==> config.mk <==
export PLATFORM = sky130hd
export DESIGN_NAME = math_markup_tokenizer_flat
export DESIGN_NICKNAME = d
export VERILOG_FILES = /design/src/rtl/mmt_pkg.sv /design/src/rtl/mmt_if.sv /design/src/rtl/mmt_dp.sv /design/src/rtl/mmt_ctrl.sv /design/src/rtl/math_markup_tokenizer.sv /design/src/flat_wrapper.sv
export SDC_FILE = /design/constraint.sdc
export NUM_CORES = 1
export LEC_CHECK = 0
export BUFFER_PORTS_ARGS = -buffer_cell sky130_fd_sc_hd__buf_2
export CAP_MARGIN = 10
export CELL_PAD_IN_SITES_DETAIL_PLACEMENT = 1
export CELL_PAD_IN_SITES_GLOBAL_PLACEMENT = 1
export CORE_MARGIN = 3
export CORE_UTILIZATION = 48
export CTS_BUF_LIST = sky130_fd_sc_hd__clkbuf_4
export CTS_CLUSTER_SIZE = 30
export DETAILED_ROUTE_END_ITERATION = 8
export PLACE_DENSITY_LB_ADDON = 0.3
export SYNTH_ARGS = -nofsm -noshare
export SYNTH_HDL_FRONTEND = slang
export SYNTH_SLANG_ARGS = --single-unit
export TNS_END_PERCENT = 5
==> constraint.sdc <==
create_clock -name clk -period 3.35 [get_ports clk]
set_input_delay 0.5025 -clock clk [delete_from_list [all_inputs] [get_ports clk]]
set_output_delay 0.5025 -clock clk [all_outputs]
set_load 0.005 [all_outputs]
==> src/rtl/mmt_pkg.sv <==
package mmt_pkg;

	localparam int TOKEN_MAX_DEF = 31;
	localparam int POS_BITS_DEF  = 16;
	localparam int OUT_POS_W     = 16;

	localparam logic [7:0] CH_NUL    = 8'h00;
	localparam logic [7:0] CH_TAB    = 8'h09;
	localparam logic [7:0] CH_LF     = 8'h0A;
	localparam logic [7:0] CH_CR     = 8'h0D;
	localparam logic [7:0] CH_SPACE  = 8'h20;
	localparam logic [7:0] CH_PCT    = 8'h25;
	localparam logic [7:0] CH_DOLLAR = 8'h24;
	localparam logic [7:0] CH_DOT    = 8'h2E;
	localparam logic [7:0] CH_BSLASH = 8'h5C;

	localparam logic [1:0] KIND_END  = 2'd0;
	localparam logic [1:0] KIND_SYM  = 2'd1;
	localparam logic [1:0] KIND_WORD = 2'd2;

	typedef enum logic [3:0] {
		M_IDLE, M_COMMENT, M_NUMBER, M_NUMDOT, M_FRACTION,
		M_BACKSLASH, M_CTRLWORD, M_NAME, M_UTF8
	} mode_t;

	typedef enum logic [2:0] {
		CS_WAIT, CS_STEP, CS_APPC, CS_DOT, CS_FRESH, CS_EMIT, CS_END
	} ctl_state_t;

	typedef enum logic [1:0] {
		APP_NONE, APP_C, APP_DOT
	} app_src_t;

	typedef struct packed {
		logic       load_c;
		app_src_t   app;
		logic       start;      // begin a new token with this append
		logic [1:0] kind;
		logic       adv_c;      // move counters over c without storing it
		logic       mark_pos;   // token start := current position
		logic       set_rem;
		logic       dec_rem;
		logic       take;       // one buffered byte leaves
		logic       out_end;
	} dp_cmd_t;

	typedef struct packed {
		logic       is_zero;
		logic       is_digit;
		logic       is_alpha;
		logic       is_dot;
		logic       is_blank;
		logic       is_lf;
		logic       is_pct;
		logic       is_sym;
		logic       is_bslash;
		logic       is_cont;
		logic [1:0] utf_extra;
		logic       full_next;
		logic       last_byte;
		logic       rem_le1;
	} dp_stat_t;

	function automatic logic is_sym_ch(input logic [7:0] c);
		logic r;
		unique case (c)
			8'h7B, 8'h7D, 8'h5E, 8'h5F, 8'h28, 8'h29, 8'h2B, 8'h2D,
			8'h3D, 8'h2A, 8'h2F, 8'h5B, 8'h5D, 8'h7C, CH_DOLLAR: r = 1'b1;
			default: r = 1'b0;
		endcase
		return r;
	endfunction

endpackage

==> src/rtl/mmt_if.sv <==
interface mmt_in_if;
	logic       valid;
	logic       ready;
	logic [7:0] ch;
	modport source (output valid, output ch, input ready);
	modport sink (input valid, input ch, output ready);
endinterface

interface mmt_out_if;
	logic        valid;
	logic        ready;
	logic [1:0]  kind;
	logic [7:0]  text_byte;
	logic [15:0] start_line;
	logic [15:0] start_col;
	logic [15:0] tail_line;
	logic [15:0] end_col;
	logic        last;
	modport source (output valid, output kind, output text_byte, output start_line,
		output start_col, output tail_line, output end_col, output last, input ready);
	modport sink (input valid, input kind, input text_byte, input start_line,
		input start_col, input tail_line, input end_col, input last, output ready);
endinterface

==> src/rtl/mmt_dp.sv <==
module mmt_dp #(
	parameter int TOKEN_MAX = mmt_pkg::TOKEN_MAX_DEF,
	parameter int POS_BITS  = mmt_pkg::POS_BITS_DEF
) (
	input  logic               clk,
	input  logic               arst_n,
	input  logic [7:0]         in_ch,
	input  mmt_pkg::dp_cmd_t   cmd,
	output mmt_pkg::dp_stat_t  stat,
	output logic [1:0]         kind,
	output logic [7:0]         text_byte,
	output logic [mmt_pkg::OUT_POS_W-1:0] start_line,
	output logic [mmt_pkg::OUT_POS_W-1:0] start_col,
	output logic [mmt_pkg::OUT_POS_W-1:0] tail_line,
	output logic [mmt_pkg::OUT_POS_W-1:0] end_col,
	output logic               last
);
	localparam int LEN_W = $clog2(TOKEN_MAX + 1);
	localparam int IDX_W = $clog2(TOKEN_MAX);
	localparam logic [POS_BITS-1:0] POS_MAX = {POS_BITS{1'b1}};
	localparam logic [POS_BITS-1:0] POS_ONE = POS_BITS'(1);

	logic [7:0]          c_q;
	logic [7:0]          buf_q [TOKEN_MAX];
	logic [LEN_W-1:0]    len_q;
	logic [IDX_W-1:0]    idx_q;
	logic [1:0]          kind_q;
	logic [1:0]          rem_q;
	logic [POS_BITS-1:0] line_q, col_q, sline_q, scol_q;

	logic [7:0]          app_byte;
	logic                do_adv;
	logic [7:0]          adv_byte;
	logic [LEN_W-1:0]    wr_len;

	always_comb begin
		stat.is_zero   = (c_q == mmt_pkg::CH_NUL);
		stat.is_digit  = (c_q >= 8'h30) && (c_q <= 8'h39);
		stat.is_alpha  = ((c_q >= 8'h61) && (c_q <= 8'h7A)) || ((c_q >= 8'h41) && (c_q <= 8'h5A));
		stat.is_dot    = (c_q == mmt_pkg::CH_DOT);
		stat.is_lf     = (c_q == mmt_pkg::CH_LF);
		stat.is_blank  = (c_q == mmt_pkg::CH_SPACE) || (c_q == mmt_pkg::CH_TAB) ||
			(c_q == mmt_pkg::CH_CR) || (c_q == mmt_pkg::CH_LF);
		stat.is_pct    = (c_q == mmt_pkg::CH_PCT);
		stat.is_sym    = mmt_pkg::is_sym_ch(c_q);
		stat.is_bslash = (c_q == mmt_pkg::CH_BSLASH);
		stat.is_cont   = (c_q[7:6] == 2'b10);
		if (c_q[7:5] == 3'b110)
			stat.utf_extra = 2'd1;
		else if (c_q[7:4] == 4'b1110)
			stat.utf_extra = 2'd2;
		else if (c_q[7:3] == 5'b11110)
			stat.utf_extra = 2'd3;
		else
			stat.utf_extra = 2'd0;
		stat.full_next = (len_q + LEN_W'(1)) == LEN_W'(TOKEN_MAX);
		stat.last_byte = (LEN_W'(idx_q) + LEN_W'(1)) == len_q;
		stat.rem_le1   = (rem_q <= 2'd1);
	end

	assign app_byte = (cmd.app == mmt_pkg::APP_DOT) ? mmt_pkg::CH_DOT : c_q;
	assign do_adv   = cmd.adv_c || (cmd.app != mmt_pkg::APP_NONE);
	assign adv_byte = cmd.adv_c ? c_q : app_byte;
	assign wr_len   = cmd.start ? '0 : len_q;

	always_ff @(posedge clk) begin
		if (cmd.load_c)
			c_q <= in_ch;
		if (cmd.app != mmt_pkg::APP_NONE)
			buf_q[wr_len[IDX_W-1:0]] <= app_byte;
	end

	always_ff @(posedge clk or negedge arst_n) begin
		if (!arst_n) begin
			len_q   <= '0;
			idx_q   <= '0;
			kind_q  <= mmt_pkg::KIND_END;
			rem_q   <= '0;
			line_q  <= POS_ONE;
			col_q   <= POS_ONE;
			sline_q <= POS_ONE;
			scol_q  <= POS_ONE;
		end else begin
			if (cmd.start || cmd.mark_pos) begin
				sline_q <= line_q;
				scol_q  <= col_q;
			end
			if (cmd.start)
				kind_q <= cmd.kind;
			if (cmd.app != mmt_pkg::APP_NONE)
				len_q <= wr_len + LEN_W'(1);
			if (cmd.set_rem)
				rem_q <= stat.utf_extra;
			else if (cmd.dec_rem && rem_q != 2'd0)
				rem_q <= rem_q - 2'd1;
			if (do_adv) begin
				if (adv_byte == mmt_pkg::CH_LF) begin
					if (line_q != POS_MAX)
						line_q <= line_q + POS_ONE;
					col_q <= POS_ONE;
				end else if (col_q != POS_MAX) begin
					col_q <= col_q + POS_ONE;
				end
			end
			if (cmd.take) begin
				if (stat.last_byte) begin
					idx_q <= '0;
					len_q <= '0;
				end else begin
					idx_q <= idx_q + IDX_W'(1);
				end
			end
		end
	end

	assign kind       = cmd.out_end ? mmt_pkg::KIND_END : kind_q;
	assign text_byte  = cmd.out_end ? mmt_pkg::CH_NUL : buf_q[idx_q];
	assign last       = cmd.out_end ? 1'b1 : stat.last_byte;
	assign start_line = mmt_pkg::OUT_POS_W'(sline_q);
	assign start_col  = mmt_pkg::OUT_POS_W'(scol_q);
	assign tail_line  = mmt_pkg::OUT_POS_W'(line_q);
	assign end_col    = mmt_pkg::OUT_POS_W'(col_q);

endmodule

==> src/rtl/mmt_ctrl.sv <==
module mmt_ctrl (
	input  logic              clk,
	input  logic              arst_n,
	input  logic              in_valid,
	output logic              in_ready,
	output logic              out_valid,
	input  logic              out_ready,
	input  mmt_pkg::dp_stat_t stat,
	output mmt_pkg::dp_cmd_t  cmd
);
	mmt_pkg::ctl_state_t state_q, state_d, ret_q, ret_d;
	mmt_pkg::mode_t      mode_q, mode_d;

	always_ff @(posedge clk or negedge arst_n) begin
		if (!arst_n) begin
			state_q <= mmt_pkg::CS_WAIT;
			ret_q   <= mmt_pkg::CS_WAIT;
			mode_q  <= mmt_pkg::M_IDLE;
		end else begin
			state_q <= state_d;
			ret_q   <= ret_d;
			mode_q  <= mode_d;
		end
	end

	always_comb begin
		state_d   = state_q;
		ret_d     = ret_q;
		mode_d    = mode_q;
		cmd       = '0;
		cmd.app   = mmt_pkg::APP_NONE;
		in_ready  = 1'b0;
		out_valid = 1'b0;
		unique case (state_q)
			mmt_pkg::CS_WAIT: begin
				in_ready = 1'b1;
				if (in_valid) begin
					cmd.load_c = 1'b1;
					state_d    = mmt_pkg::CS_STEP;
				end
			end
			mmt_pkg::CS_STEP: begin
				state_d = mmt_pkg::CS_WAIT;
				unique case (mode_q)
					mmt_pkg::M_COMMENT: begin
						if (stat.is_zero) begin
							state_d = mmt_pkg::CS_FRESH;
						end else begin
							cmd.adv_c = 1'b1;
							if (stat.is_lf)
								mode_d = mmt_pkg::M_IDLE;
						end
					end
					mmt_pkg::M_NUMBER, mmt_pkg::M_FRACTION, mmt_pkg::M_CTRLWORD,
					mmt_pkg::M_NAME: begin
						if ((mode_q == mmt_pkg::M_NUMBER && stat.is_digit) ||
							(mode_q == mmt_pkg::M_FRACTION && stat.is_digit) ||
							(mode_q == mmt_pkg::M_CTRLWORD && stat.is_alpha) ||
							(mode_q == mmt_pkg::M_NAME && (stat.is_alpha || stat.is_digit))) begin
							cmd.app = mmt_pkg::APP_C;
							if (stat.full_next) begin
								state_d = mmt_pkg::CS_EMIT;
								ret_d   = mmt_pkg::CS_WAIT;
								mode_d  = mmt_pkg::M_IDLE;
							end
						end else if (mode_q == mmt_pkg::M_NUMBER && stat.is_dot) begin
							mode_d = mmt_pkg::M_NUMDOT;
						end else begin
							state_d = mmt_pkg::CS_EMIT;
							ret_d   = mmt_pkg::CS_FRESH;
							mode_d  = mmt_pkg::M_IDLE;
						end
					end
					mmt_pkg::M_NUMDOT: begin
						if (stat.is_digit) begin
							cmd.app = mmt_pkg::APP_DOT;
							if (stat.full_next) begin
								state_d = mmt_pkg::CS_EMIT;
								ret_d   = mmt_pkg::CS_FRESH;
								mode_d  = mmt_pkg::M_IDLE;
							end else begin
								state_d = mmt_pkg::CS_APPC;
								mode_d  = mmt_pkg::M_FRACTION;
							end
						end else begin
							// number goes out, then the held dot as a symbol
							state_d = mmt_pkg::CS_EMIT;
							ret_d   = mmt_pkg::CS_DOT;
							mode_d  = mmt_pkg::M_IDLE;
						end
					end
					mmt_pkg::M_BACKSLASH: begin
						if (stat.is_zero) begin
							state_d = mmt_pkg::CS_EMIT;
							ret_d   = mmt_pkg::CS_FRESH;
							mode_d  = mmt_pkg::M_IDLE;
						end else if (stat.is_alpha) begin
							cmd.app = mmt_pkg::APP_C;
							mode_d  = mmt_pkg::M_CTRLWORD;
							if (stat.full_next) begin
								state_d = mmt_pkg::CS_EMIT;
								ret_d   = mmt_pkg::CS_WAIT;
								mode_d  = mmt_pkg::M_IDLE;
							end
						end else begin
							cmd.app = mmt_pkg::APP_C;
							state_d = mmt_pkg::CS_EMIT;
							ret_d   = mmt_pkg::CS_WAIT;
							mode_d  = mmt_pkg::M_IDLE;
						end
					end
					mmt_pkg::M_UTF8: begin
						if (stat.is_cont) begin
							cmd.app     = mmt_pkg::APP_C;
							cmd.dec_rem = 1'b1;
							if (stat.full_next || stat.rem_le1) begin
								state_d = mmt_pkg::CS_EMIT;
								ret_d   = mmt_pkg::CS_WAIT;
								mode_d  = mmt_pkg::M_IDLE;
							end
						end else begin
							state_d = mmt_pkg::CS_EMIT;
							ret_d   = mmt_pkg::CS_FRESH;
							mode_d  = mmt_pkg::M_IDLE;
						end
					end
					default: begin
						mode_d  = mmt_pkg::M_IDLE;
						state_d = mmt_pkg::CS_FRESH;
					end
				endcase
			end
			mmt_pkg::CS_APPC: begin
				cmd.app = mmt_pkg::APP_C;
				state_d = mmt_pkg::CS_WAIT;
				if (stat.full_next) begin
					state_d = mmt_pkg::CS_EMIT;
					ret_d   = mmt_pkg::CS_WAIT;
					mode_d  = mmt_pkg::M_IDLE;
				end
			end
			mmt_pkg::CS_DOT: begin
				cmd.start = 1'b1;
				cmd.kind  = mmt_pkg::KIND_SYM;
				cmd.app   = mmt_pkg::APP_DOT;
				state_d   = mmt_pkg::CS_EMIT;
				ret_d     = mmt_pkg::CS_FRESH;
			end
			mmt_pkg::CS_FRESH: begin
				state_d = mmt_pkg::CS_WAIT;
				mode_d  = mmt_pkg::M_IDLE;
				if (stat.is_zero) begin
					cmd.mark_pos = 1'b1;
					state_d      = mmt_pkg::CS_END;
				end else if (stat.is_blank) begin
					cmd.adv_c = 1'b1;
				end else if (stat.is_pct) begin
					cmd.adv_c = 1'b1;
					mode_d    = mmt_pkg::M_COMMENT;
				end else begin
					// a fresh token never fills the buffer on its first byte
					cmd.start = 1'b1;
					cmd.app   = mmt_pkg::APP_C;
					cmd.kind  = mmt_pkg::KIND_WORD;
					if (stat.is_sym) begin
						cmd.kind = mmt_pkg::KIND_SYM;
						state_d  = mmt_pkg::CS_EMIT;
						ret_d    = mmt_pkg::CS_WAIT;
					end else if (stat.is_digit) begin
						mode_d = mmt_pkg::M_NUMBER;
					end else if (stat.is_bslash) begin
						mode_d = mmt_pkg::M_BACKSLASH;
					end else if (stat.is_alpha) begin
						mode_d = mmt_pkg::M_NAME;
					end else begin
						cmd.kind = mmt_pkg::KIND_SYM;
						if (stat.utf_extra == 2'd0) begin
							state_d = mmt_pkg::CS_EMIT;
							ret_d   = mmt_pkg::CS_WAIT;
						end else begin
							cmd.set_rem = 1'b1;
							mode_d      = mmt_pkg::M_UTF8;
						end
					end
				end
			end
			mmt_pkg::CS_EMIT: begin
				out_valid = 1'b1;
				if (out_ready) begin
					cmd.take = 1'b1;
					if (stat.last_byte)
						state_d = ret_q;
				end
			end
			mmt_pkg::CS_END: begin
				out_valid   = 1'b1;
				cmd.out_end = 1'b1;
				if (out_ready)
					state_d = mmt_pkg::CS_WAIT;
			end
			default: state_d = mmt_pkg::CS_WAIT;
		endcase
	end

endmodule

==> src/rtl/math_markup_tokenizer.sv <==
// Byte tokenizer: one text byte per item, tokens leave one byte per result.
// Each byte is accepted (CS_WAIT), then classified (CS_STEP); a byte that
// ends a token without joining it waits while the buffer is emitted
// (CS_EMIT), then starts the next token (CS_FRESH). One item in flight at a time.
// Reset: asynchronous, active low; scanner idle, line and column at one.
module math_markup_tokenizer #(
	parameter int TOKEN_MAX = mmt_pkg::TOKEN_MAX_DEF,
	parameter int POS_BITS  = mmt_pkg::POS_BITS_DEF
) (
	input logic       clk,
	input logic       arst_n,
	mmt_in_if.sink    text_in,
	mmt_out_if.source tok_out
);
	mmt_pkg::dp_cmd_t  cmd;
	mmt_pkg::dp_stat_t stat;

	mmt_ctrl u_ctrl (
		.clk       (clk),
		.arst_n    (arst_n),
		.in_valid  (text_in.valid),
		.in_ready  (text_in.ready),
		.out_valid (tok_out.valid),
		.out_ready (tok_out.ready),
		.stat      (stat),
		.cmd       (cmd)
	);

	mmt_dp #(
		.TOKEN_MAX (TOKEN_MAX),
		.POS_BITS  (POS_BITS)
	) u_dp (
		.clk        (clk),
		.arst_n     (arst_n),
		.in_ch      (text_in.ch),
		.cmd        (cmd),
		.stat       (stat),
		.kind       (tok_out.kind),
		.text_byte  (tok_out.text_byte),
		.start_line (tok_out.start_line),
		.start_col  (tok_out.start_col),
		.tail_line  (tok_out.tail_line),
		.end_col    (tok_out.end_col),
		.last       (tok_out.last)
	);

endmodule

==> src/flat_wrapper.sv <==
// flat-port wrapper written by rule: the top's interface ports become plain ports
module math_markup_tokenizer_flat 
#(
	parameter int TOKEN_MAX = mmt_pkg::TOKEN_MAX_DEF,
	parameter int POS_BITS  = mmt_pkg::POS_BITS_DEF
)
  (clk, arst_n, text_in_valid, text_in_ch, text_in_ready, tok_out_valid, tok_out_kind, tok_out_text_byte, tok_out_start_line, tok_out_start_col, tok_out_tail_line, tok_out_end_col, tok_out_last, tok_out_ready);
  mmt_in_if text_in_i ();
  mmt_out_if tok_out_i ();
  input logic clk;
  input logic arst_n;
  input wire logic [$bits(text_in_i.valid)-1:0] text_in_valid;
  input wire logic [$bits(text_in_i.ch)-1:0] text_in_ch;
  output wire logic [$bits(text_in_i.ready)-1:0] text_in_ready;
  output wire logic [$bits(tok_out_i.valid)-1:0] tok_out_valid;
  output wire logic [$bits(tok_out_i.kind)-1:0] tok_out_kind;
  output wire logic [$bits(tok_out_i.text_byte)-1:0] tok_out_text_byte;
  output wire logic [$bits(tok_out_i.start_line)-1:0] tok_out_start_line;
  output wire logic [$bits(tok_out_i.start_col)-1:0] tok_out_start_col;
  output wire logic [$bits(tok_out_i.tail_line)-1:0] tok_out_tail_line;
  output wire logic [$bits(tok_out_i.end_col)-1:0] tok_out_end_col;
  output wire logic [$bits(tok_out_i.last)-1:0] tok_out_last;
  input wire logic [$bits(tok_out_i.ready)-1:0] tok_out_ready;
  assign text_in_i.valid = text_in_valid;
  assign text_in_i.ch = text_in_ch;
  assign text_in_ready = text_in_i.ready;
  assign tok_out_valid = tok_out_i.valid;
  assign tok_out_kind = tok_out_i.kind;
  assign tok_out_text_byte = tok_out_i.text_byte;
  assign tok_out_start_line = tok_out_i.start_line;
  assign tok_out_start_col = tok_out_i.start_col;
  assign tok_out_tail_line = tok_out_i.tail_line;
  assign tok_out_end_col = tok_out_i.end_col;
  assign tok_out_last = tok_out_i.last;
  assign tok_out_i.ready = tok_out_ready;
  math_markup_tokenizer #(.TOKEN_MAX(TOKEN_MAX), .POS_BITS(POS_BITS)) u_core (.clk(clk), .arst_n(arst_n), .text_in(text_in_i), .tok_out(tok_out_i));
endmodule
==> impl_metrics.csv <==
group,metric,value,unit
timing,tns,-0.609,ns
grt,grt_max_degree,65,
setup_path,ff2ff_setup_slack,0.19,ns
detailed_routing,antenna_left,0,
finish,nets,1225,
placement,post-dp-hpwl,25.2,mm
grt,grt_usage,23.7,%
timing,final.min_clock_period,3.44,ns
placement,gp_congestion,0.847,
logic_synthesis,synthesis.area_per_instance,15.3,sq um
timing,final-hold-violation-count,0,
min_path,min_path_cells,2,
timing,finalSetupViolCount,9,
placement,place_area,16500,sq um
detailed_routing,top_layer,"met5",
pwr,irDropWorstVdd,384,uV
run,cap_violations,0,
clock_tree,cts_sinks,344,
clock_tree,cts_tree,"yes",
setup_path,setup.worst_path.start,"u_core.u_dp.idx_q[0]$_DFFE_PN0P_",
min_path,hold_path_class,"in -> reg",
logic_synthesis,synth_top_area_share,50.3,%
finish,utilization,58.2,%
timing,rsz0062_at_grt,"yes",
detailed_routing,dr_wl_met2,19.1,mm
detailed_routing,first_pass_iters,5,
logic_synthesis,synth_nets,1018,
finish,fillers,2987,
detailed_routing,dr.first_iter.drc_count,723,
grt,antenna_found_initial,2,
logic_synthesis,synth.distinct_cells,86,
floorplan,coreArea,31000,sq um
floorplan,start_util,49.3,%
run_status,violations,"setup timing",
finish,fin_area,18000,sq um
setup_path,critPathArrivalTime,2.94,ns
finish,synthToLayoutAreaGrowth,18.1,%
logic_synthesis,ys_ff_latch,344,
finish,regArea,9900,sq um
detailed_routing,num_vias,9796,
detailed_routing,wire_per_inst,23.7,microns
floorplan,die_w,184,microns
floorplan,dieArea,34000,sq um
setup_path,cp_max_fo,8,
detailed_routing,vias_per_cell,5.88,
finish,multi_input_area,5190,sq um
clock_tree,cts_buffer_depth,3,
setup_path,reg2reg_depth,9,
detailed_routing,wl,39.4,mm
finish,drive_gt1_share,37.1,%
timing,tightest_slew,0.856,ns
floorplan,ios,89,
grt,grt_pass1_vias,10700,
setup_path,path_class,"reg -> out",
detailed_routing,wl_met1,16.8,mm
logic_synthesis,synth-async-reset-ratio,25.6,%
placement,portBuffers,88,
timing,fmax,290,MHz
timing,slew_headroom,42.9,%
run_status,outcome,"finished, violations left",
pwr,p_leak,6.81,nW
timing,maxSlewViolCount,0,
min_path,min_to,"u_core.u_ctrl.state_q[1]$_DFFE_PN0P_",
timing,fin_skew,0.0768,ns
timing,min_period_over_period,103,%
detailed_routing,wl_met3,2.42,mm
min_path,min_from,"tok_out_ready",
setup_path,r2r_end,"u_core.u_dp.buf_q[26][0]$_DFFE_PP_",
clock_tree,cts_root_buffer,"clkbuf_4",
logic_synthesis,yosys.area.top_type,"edfxtp_1",
clock_tree,cts_buffers,86,
floorplan,dieHeight,184,microns
logic_synthesis,seq_area_frac_synth,64.8,%
logic_synthesis,synth_ff_type,"edfxtp_1",
setup_path,reg2reg_from,"u_core.u_dp.c_q[1]$_DFFE_PP_",
logic_synthesis,ys_warn_count,0,
floorplan,num_rows,64,
logic_synthesis,syn_inst,997,
setup_path,startpoint_type,"flop",
timing,worst_slack,-0.0933,ns
grt,overflow,0,
logic_synthesis,ys_top_cells_by_area,"edfxtp_1 50%, dfrtp_1 14%, mux4_2 11%",
detailed_routing,drc,0,
clock_tree,cts-htree-levels,3,
grt,grt_pass1_wl,61.8,mm
clock_tree,worst_skew_pair.late_latency,0.72,ns
logic_synthesis,synth_edf_count,256,
logic_synthesis,syn_area,15300,sq um
clock_tree,path_clk_slew,0.07,ns
setup_path,cp_data_required_time,2.85,ns
setup_path,end_kind,"output pin",
pwr,p_per_area,760,nW/um^2
==> where the power goes <==
group	switching (mW)	internal, mW
sequential	0.335	5.09
combinational	2.63	2.14
clock	1.70	1.81
==> sequential cells by signal (all words and copies together), names as in the netlist <==
signal and flops:
u_core.u_ctrl.ret_q 3, u_core.u_dp.tail_line 16, u_core.u_dp.kind_q 2, u_core.u_dp.start_col 16, u_core.u_dp.len_q 5, u_core.u_dp.idx_q 5
u_core.u_dp.end_col 16, u_core.u_dp.rem_q 2, u_core.u_dp.start_line 16, u_core.u_dp.buf_q 248, u_core.u_dp.c_q 8, u_core.u_ctrl.mode_q 4
u_core.u_ctrl.state_q 3
==> per-stage QoR <==
| stage | worst slack, ns | cells | hold slack (ns) | power, mW |
|---|---|---|---|---|
| after floorplan | 0.0672 | 997 | 0.207 | 8.28 |
| after global placement | 0.210 | 1488 | 0.472 | 9.68 |
| after detailed placement | 0.0922 | 1488 | 0.479 | 9.77 |
| after CTS | -0.131 | 1664 | 0.0174 | 13.7 |
| after global routing | -0.204 | 1665 | 0.0586 | 14.5 |
| final | -0.0933 | 1665 | 0.0971 | 13.7 |
==> kinds of logic (layout without fill, tap and decap cells) <==
group                    after synthesis  count (layout)  synth area share [%]
flip-flops                           344             344                  64.8
AND/OR/NAND/NOR                      289             289                  10.1
AO/OA/AOI/OAI                        140             140                  6.70
multiplexers                         123             123                  14.2
buffers and inverters                 67             338                  1.97
XOR/XNOR                              24              24                  1.38
adder cells (fa/ha/maj)               10              10                 0.803
other                                  0               1                     0
==> how the worst max path moves through the flow <==
stage	endpoint	cells after the start	slack, ns
5_1_grt	tok_out_text_byte[4]	7	-0.20
3_3_place_gp	u_core.u_dp.buf_q[0][6]$_DFFE_PP_	7	0.21
6_report	tok_out_text_byte[6]	7	-0.09
2_1_floorplan	u_core.u_dp.buf_q[15][0]$_DFFE_PP_	10	0.07
4_1_cts	tok_out_text_byte[5]	7	-0.13
3_5_place_dp	u_core.u_dp.buf_q[14][7]$_DFFE_PP_	11	0.09
==> layout by cell type (no fill, tap or decap), types with 5 or more instances in the layout <==
master	netlist	routed
and2_1	11	11
nand2_1	63	61
nand3_1	25	25
mux2i_1	17	12
o21ai_1	7	6
dlygate4sd3_1	0	9
nand3b_1	5	5
nand2b_1	10	9
dfrtp_1	84	82
clkbuf_4	0	133
nor3_1	16	16
buf_2	19	87
or3_1	7	6
nor2b_1	10	7
edfxtp_1	256	256
xor2_1	9	9
xnor2_1	15	15
inv_1	15	15
mux2i_2	0	5
ha_1	9	8
o21ai_0	40	40
a21oi_1	26	26
a31oi_1	6	6
and3_1	12	12
mux4_2	72	72
nor4_1	11	10
or2_2	7	7
clkinv_1	0	13
buf_4	3	59
buf_16	0	7
nor2_1	78	69
nor2_2	0	8
nand4_2	6	6
mux2_2	30	30
==> cell usage after synthesis, types with 4 or more instances <==
| cell | n |
|---|---|
| a211oi_1 | 4 |
| a21oi_1 | 26 |
| a221o_1 | 4 |
| a31oi_1 | 6 |
| and2_1 | 11 |
| and3_1 | 12 |
| buf_1 | 6 |
| buf_2 | 19 |
| clkbuf_1 | 22 |
| dfrtp_1 | 84 |
| dfstp_2 | 4 |
| edfxtp_1 | 256 |
| ha_1 | 9 |
| inv_1 | 15 |
| mux2_1 | 4 |
| mux2_2 | 30 |
| mux2i_1 | 17 |
| mux4_2 | 72 |
| nand2_1 | 63 |
| nand2b_1 | 10 |
| nand3_1 | 25 |
| nand3b_1 | 5 |
| nand4_2 | 6 |
| nand4b_1 | 4 |
| nor2_1 | 78 |
| nor2b_1 | 10 |
| nor3_1 | 16 |
| nor4_1 | 11 |
| o2111ai_1 | 4 |
| o21ai_0 | 40 |
| o21ai_1 | 7 |
| o21ai_2 | 4 |
| o31ai_1 | 4 |
| or2_2 | 7 |
| or3_1 | 7 |
| xnor2_1 | 15 |
| xor2_1 | 9 |
==> layer usage <==
| metal | up-vias | track usage [%] |
|---|---|---|
| met5 | - | 0 |
| met4 | 2 | 8.22 |
| met3 | 86 | 4.64 |
| met2 | 374 | 38.2 |
| met1 | 4975 | 32.7 |
| li1 | 4359 | - |
==> critical path, cell delays in order, from the launching register on <==
cell     delay [ns]
dfrtp_4        0.49
buf_8          0.17
buf_16         0.15
mux4_2         0.54
mux4_2         0.52
mux2i_2        0.21
nor2_1         0.06
buf_2          0.14
==> area by class of cell <==
type                    count  share of cell area [%]
flip-flops and latches    344                    54.9
multi-input cells         586                    28.8
repair buffers            171                    7.21
clock buffers             133                    5.54
well taps                 396                    2.75
clock inverters            19                   0.506
inverters                  15                   0.312
diodes                      1                  0.0139
==> what timing repair did <==
action,in CTS,in global routing
gates resized for setup,13,24
hold endpoints to repair,69,0
setup buffers,10,0
hold buffers,9,0
setup endpoints to repair,9,134
pin swaps,0,1
gates cloned,5,0
Power figures use the tool's default switching activity.
